## src/sv/srgblab_pkg.sv

```systemverilog
package srgblab_pkg;

  localparam int unsigned CODE_W = 8;
  localparam int unsigned Q_BITS = 30;
  localparam int unsigned LIN_W = 31;
  localparam int unsigned COEF_W = 24;
  localparam int unsigned PROD_W = LIN_W + COEF_W;
  localparam int unsigned XYZ_W = 54;
  localparam int unsigned XYZ_DROP = 22;
  localparam int unsigned T_W = 31;
  localparam int unsigned F_W = 31;
  localparam int unsigned KNEE_N_W = 40;
  localparam int unsigned KNEE_DROP = 8;
  localparam int unsigned KNEE_T_LOW_W = 24;
  localparam int unsigned LAB_W = 42;
  localparam int unsigned L_W = 15;
  localparam int unsigned AB_W = 16;
  localparam int unsigned DIV_LAT = 3;
  localparam int unsigned FRACTION_BITS_DEF = 8;

  localparam longint unsigned DIV_X = 64'd9504700;
  localparam longint unsigned DIV_Y = 64'd10000000;
  localparam longint unsigned DIV_Z = 64'd10888300;
  localparam longint unsigned KNEE_DIV = 64'd3132;
  localparam longint unsigned KNEE_MUL = 64'd24389;
  localparam longint unsigned KNEE_T = (64'd216 * (64'd1 << Q_BITS)) / 64'd24389;
  localparam longint unsigned KNEE_BIAS = 64'd432 * (64'd1 << Q_BITS) + 64'd1566;

  typedef logic [COEF_W-1:0] coef_mat_t [3][3];
  localparam coef_mat_t MATRIX = '{
    '{24'd4124564, 24'd3575761, 24'd1804375},
    '{24'd2126729, 24'd7151522, 24'd721750},
    '{24'd193339,  24'd1191920, 24'd9503041}
  };

  typedef struct packed {
    logic [CODE_W-1:0] red_code;
    logic [CODE_W-1:0] green_code;
    logic [CODE_W-1:0] blue_code;
  } pixel_t;

  typedef struct packed {
    logic [L_W-1:0]         lightness_out;
    logic signed [AB_W-1:0] green_red_axis;
    logic signed [AB_W-1:0] blue_yellow_axis;
  } lab_t;

  typedef logic [LIN_W-1:0] lut_t [256];

  function automatic lut_t build_decode_lut();
    lut_t lut;
    longint unsigned v, w, r, cand, r2, r4, r5, bitm;
    int c;
    for (c = 0; c < 256; c++) begin
      if (c <= 10) begin
        lut[c] = LIN_W'((longint'(c) * 100 * (64'd1 << Q_BITS) + 64'd164730) / 64'd329460);
      end else begin
        v = ((64'd1000 * longint'(c) + 64'd14025) * (64'd1 << Q_BITS) + 64'd134512)
            / 64'd269025;
        w = (v * v + (64'd1 << (Q_BITS - 1))) >> Q_BITS;
        r = 0;
        bitm = 64'd1 << Q_BITS;
        while (bitm != 0) begin
          cand = r | bitm;
          if (cand <= (64'd1 << Q_BITS)) begin
            r2 = (cand * cand) >> Q_BITS;
            r4 = (r2 * r2) >> Q_BITS;
            r5 = (r4 * cand) >> Q_BITS;
            if (r5 <= w) begin
              r = cand;
            end
          end
          bitm = bitm >> 1;
        end
        lut[c] = LIN_W'((w * r + (64'd1 << (Q_BITS - 1))) >> Q_BITS);
      end
    end
    return lut;
  endfunction

  localparam lut_t DECODE_LUT = build_decode_lut();

endpackage

```

## src/sv/srgblab_cdiv.sv

```systemverilog
module srgblab_cdiv #(
  parameter int unsigned      NW   = 54,
  parameter longint unsigned  DIV  = 64'd9504700,
  parameter int unsigned      DROP = 22,
  parameter int unsigned      QW   = 31
) (
  input  logic          clk_i,
  input  logic          rst_ni,
  input  logic          valid_i,
  input  logic [NW-1:0] n_i,
  output logic          valid_o,
  output logic [QW-1:0] q_o
);
  import srgblab_pkg::*;

  localparam longint unsigned RECIP = (64'd1 << (DROP + 32)) / DIV;
  localparam logic [31:0] RECIP32 = 32'(RECIP);
  localparam int unsigned RW = $clog2(4 * DIV);

  logic [31:0]   n_hi;
  logic [63:0]   p1;
  logic [QW-1:0] q0_d, q0_q, q0b_q, q_d, q_q, inc;
  logic [NW-1:0] n1_q, n2_q, prod_d, prod_q;
  logic [RW-1:0] rem;
  logic          v1_q, v2_q, v3_q;

  assign n_hi   = 32'(n_i >> DROP);
  assign p1     = 64'(n_hi) * 64'(RECIP32);
  assign q0_d   = QW'(p1 >> 32);
  assign prod_d = NW'(q0_q) * NW'(DIV);
  assign rem    = RW'(n2_q - prod_q);
  assign inc    = QW'(rem >= RW'(DIV)) + QW'(rem >= RW'(2 * DIV)) + QW'(rem >= RW'(3 * DIV));
  assign q_d    = q0b_q + inc;

  always_ff @(posedge clk_i or negedge rst_ni) begin
    if (!rst_ni) begin
      v1_q <= 1'b0;
      v2_q <= 1'b0;
      v3_q <= 1'b0;
    end else begin
      v1_q <= valid_i;
      v2_q <= v1_q;
      v3_q <= v2_q;
    end
  end

  always_ff @(posedge clk_i) begin
    q0_q   <= q0_d;
    n1_q   <= n_i;
    prod_q <= prod_d;
    n2_q   <= n1_q;
    q0b_q  <= q0_q;
    q_q    <= q_d;
  end

  assign valid_o = v3_q;
  assign q_o     = q_q;

endmodule

```

## config.mk

```make
export PLATFORM = sky130hd
export DESIGN_NAME = srgblab_cdiv
export DESIGN_NICKNAME = d
export VERILOG_FILES = /design/src/sv/srgblab_pkg.sv /design/src/sv/srgblab_cdiv.sv
export SDC_FILE = /design/constraint.sdc
export NUM_CORES = 1
export LEC_CHECK = 0
export ABC_AREA = 1
export BUFFER_PORTS_ARGS = -buffer_cell sky130_fd_sc_hd__buf_2
export CAP_MARGIN = 5
export CORE_UTILIZATION = 60
export DETAILED_ROUTE_END_ITERATION = 7
export GPL_ROUTABILITY_DRIVEN = 0
export PLACE_DENSITY = 0.77
export SLEW_MARGIN = 15
export SYNTH_ARGS = -nofsm -noshare
export SYNTH_HDL_FRONTEND = slang
export SYNTH_SLANG_ARGS = --single-unit
```

## constraint.sdc

```tcl
create_clock -name clk_i -period 5.76 [get_ports clk_i]
set_clock_uncertainty 0.1 [all_clocks]
set_input_delay 1.152 -clock clk_i [delete_from_list [all_inputs] [get_ports clk_i]]
set_output_delay 1.152 -clock clk_i [all_outputs]
set_load 0.005 [all_outputs]
```

==> impl_metrics.toml <==
[cells_and_area]
finalNonFillerCells = 4086
nNetsFinal = 4438
post-route-cell-area_mm2 = 0.0338
layout-drive-gt1-share_pct = 27.2
areaGrowthSynthToFinish_pct = 26.8
n_antenna_cell = 0
final.fill_count = 2608

[run_status]
outcome = "complete, but fails checks"
violations = "DRC, setup timing"

[die]
core_area_mm2 = 0.0435
fp.dieW_um = 213
rows = 76
die_area_mm2 = 0.0452
initial_core_util_pct = 61.3
die_y_um = 213
io_pins = 89

[clocking]
cts_max_path_buffers = 2
cts_root_buf = "clkbuf_16"
htreeDepth = 4
cts_buffers = 17
worstSkewPairLatency_ns = 0.45
cts.clk_slew.worst_paths_ns = 0.06
hold_buffers = 0
cts.sinks = 167
cts_tree = "yes"

[setup_path]
worst-setup-path-type = "in -> reg"
critPathRequiredTime_ns = 6.02
crit_fanout = 4
cp-end-kind = "flop"
crit_path_start_kind = "input port"
cp_data_arrival_time_ns = 6.88

[drt]
drt_iter0_markers = 1998
via_per_inst = 5.68
drcViolationCount = 14
routed_wl_um = 85800
drtPass1Iterations = 8
via_count = 23194
detail-route-antenna-nets = 0
wire_per_inst_um = 21.0

[logic_synthesis]
ys_types = 42
netlist_area_mm2 = 0.0266
syn-num-nets = 3971
synthCells = 3021
ys_seq_area_share_pct = 12.6
synth_edf_count = 0
ys_warn_count = 0
postSynthAreaPerCell_um2 = 8.82
async_reset_ff_share_pct = 1.80
synthTopCellsByArea = "fa_1 33%, ha_1 22%, dfxtp_1 12%"
synth-main-ff-cell = "dfxtp_1"
ys_seq_elements = 167
synth_top_cell_area_share_pct = 32.6
yosysTopAreaCell = "fa_1"

[timing]
rsz0062_at_grt = "true"
hold_ws_ns = 0.226
drv_slew = 0
tns_ns = -18.65
finalSetupViolCount = 31
period_needed_ns = 6.62
slew_headroom_pct = 60.6
tightest_slew_ns = 0.585
finalHoldViolations = 0
clock.fmax_mhz = 151
finalCritPeriodShare_pct = 115
setup_ws_ns = -0.861

[global_route]
grt_pass1_wl_um = 123000
grt_pass1_vias = 24308
grt-ovfl-total = 0
grt_max_degree = 17
antenna_found_initial = 0
track_usage_pct = 35.6

[placed_design]
placed_area_mm2 = 0.0310
io_buffers = 86
place_hpwl_um = 64000
dp.cells = 4007

[flow_run]
maxCapViolations = 0

[worst_hold_path]
hold_class = "reg -> reg"
stage by stage:
stage,setup slack [ns],utilization [%]
final,-0.861,77.7
after global routing,-0.977,77.7
after CTS,-0.301,76.0
after detailed placement,-1.01,71.4
after global placement,-0.837,71.4
after floorplan,-0.297,-
critical path: stages:
cell        delay, ns
buf_8            0.08
clkinvlp_4       0.15
fa_1             0.56
inv_2            0.07
ha_4             0.26
buf_6            0.12
ha_4             0.21
a21o_1           0.17
fa_2             0.54
fa_1             0.44
fa_1             0.51
inv_1            0.06
fa_2             0.59
inv_2            0.07
ha_4             0.26
nand2_4          0.07
nand2_4          0.06
a21oi_4          0.30
a21boi_2         0.40
nand3_2          0.23
nand2_2          0.15
nand2_4          0.10
a21oi_4          0.18
xnor2_2          0.13
logic make-up (layout without fill, tap and decap cells):
logic type | Yosys count | after routing | share of synthesized area (%)
compound gates | 247 | 247 | 5.28
buf+inv | 849 | 1329 | 12.0
fa+ha+maj | 893 | 893 | 54.2
flops | 167 | 167 | 12.6
simple gates | 744 | 744 | 12.0
xor+xnor | 121 | 121 | 3.98
worst paths after layout:
path	startpoint	cells past startpoint	slack, ns	end
worst max-delay path	n_i[28]	24	-0.86	q0_q[13]
worst min-delay path	n1_q[25]	0	0.23	n2_q[25]
worst max register to register	q0_q[16]	15	0.16	prod_q[24]
worst min register to register	n1_q[25]	0	0.23	n2_q[25]
max in group asynchronous	rst_ni	1	5.07	v2_q
min in group asynchronous	rst_ni	1	0.39	valid_o
Yosys cell counts (6+ instances only):
cell type  count
a21o_1        26
a21oi_1      115
a31oi_1       12
dfxtp_1      164
fa_1         434
ha_1         459
inv_1        843
nand2_1      416
nand3_1       88
nand4_1       34
nor2_1       154
nor3_1        16
nor4_1         6
o21ai_0       59
o21bai_1      10
xnor2_1       45
xor2_1        76
layout make-up:
type	count	area [um^2]	share of cell area, %
multi-input combinational	2005	22500	66.6
sequential	167	3380	10.0
timing repair buffer	449	3330	9.86
inverter	848	3220	9.53
tap	585	732	2.17
clock buffer	18	439	1.30
clock inverter	14	188	0.556
timing repair:
action / CTS / global route
resized for setup: 281 / 145
pin swaps: 123 / 93
setup endpoints to repair: 31 / 38
buffers inserted: 26 / 21
endpoints found under the hold margin: 0 / 0
cloned: 0 / 0
layer usage:
metal  share of wire (%)  track usage (%)  vias to the layer above
met2                  47             63.4                     1382
met1                  35             40.5                    11084
met4                 9.4             23.0                        0
met3                 8.4             4.13                      591
met5                   0                0                        -
li1                    -                -                    10137
state kept, by name, summed over array words and instances, names as in the netlist:
name / cells
v1_q: 1
valid_o: 1
v2_q: 1
q0_q: 31
q0b_q: 31
n1_q: 24
prod_q: 23
n2_q: 24
q_o: 31
cells in the final DEF (no fill, tap or decap), drive strengths merged, types with 22 or more instances in the layout:
cell type  instances
nand4             35
buf              448
a21oi            115
xor2              76
nor3              22
fa               434
xnor2             45
nor2             163
inv              847
ha               459
dfxtp            164
o21ai             62
nand3             91
a21o              26
nand2            420
Power is left out: the tool's default activity adds up to more than one toggle a clock period on the data nets, which glitch-free logic cannot reach.
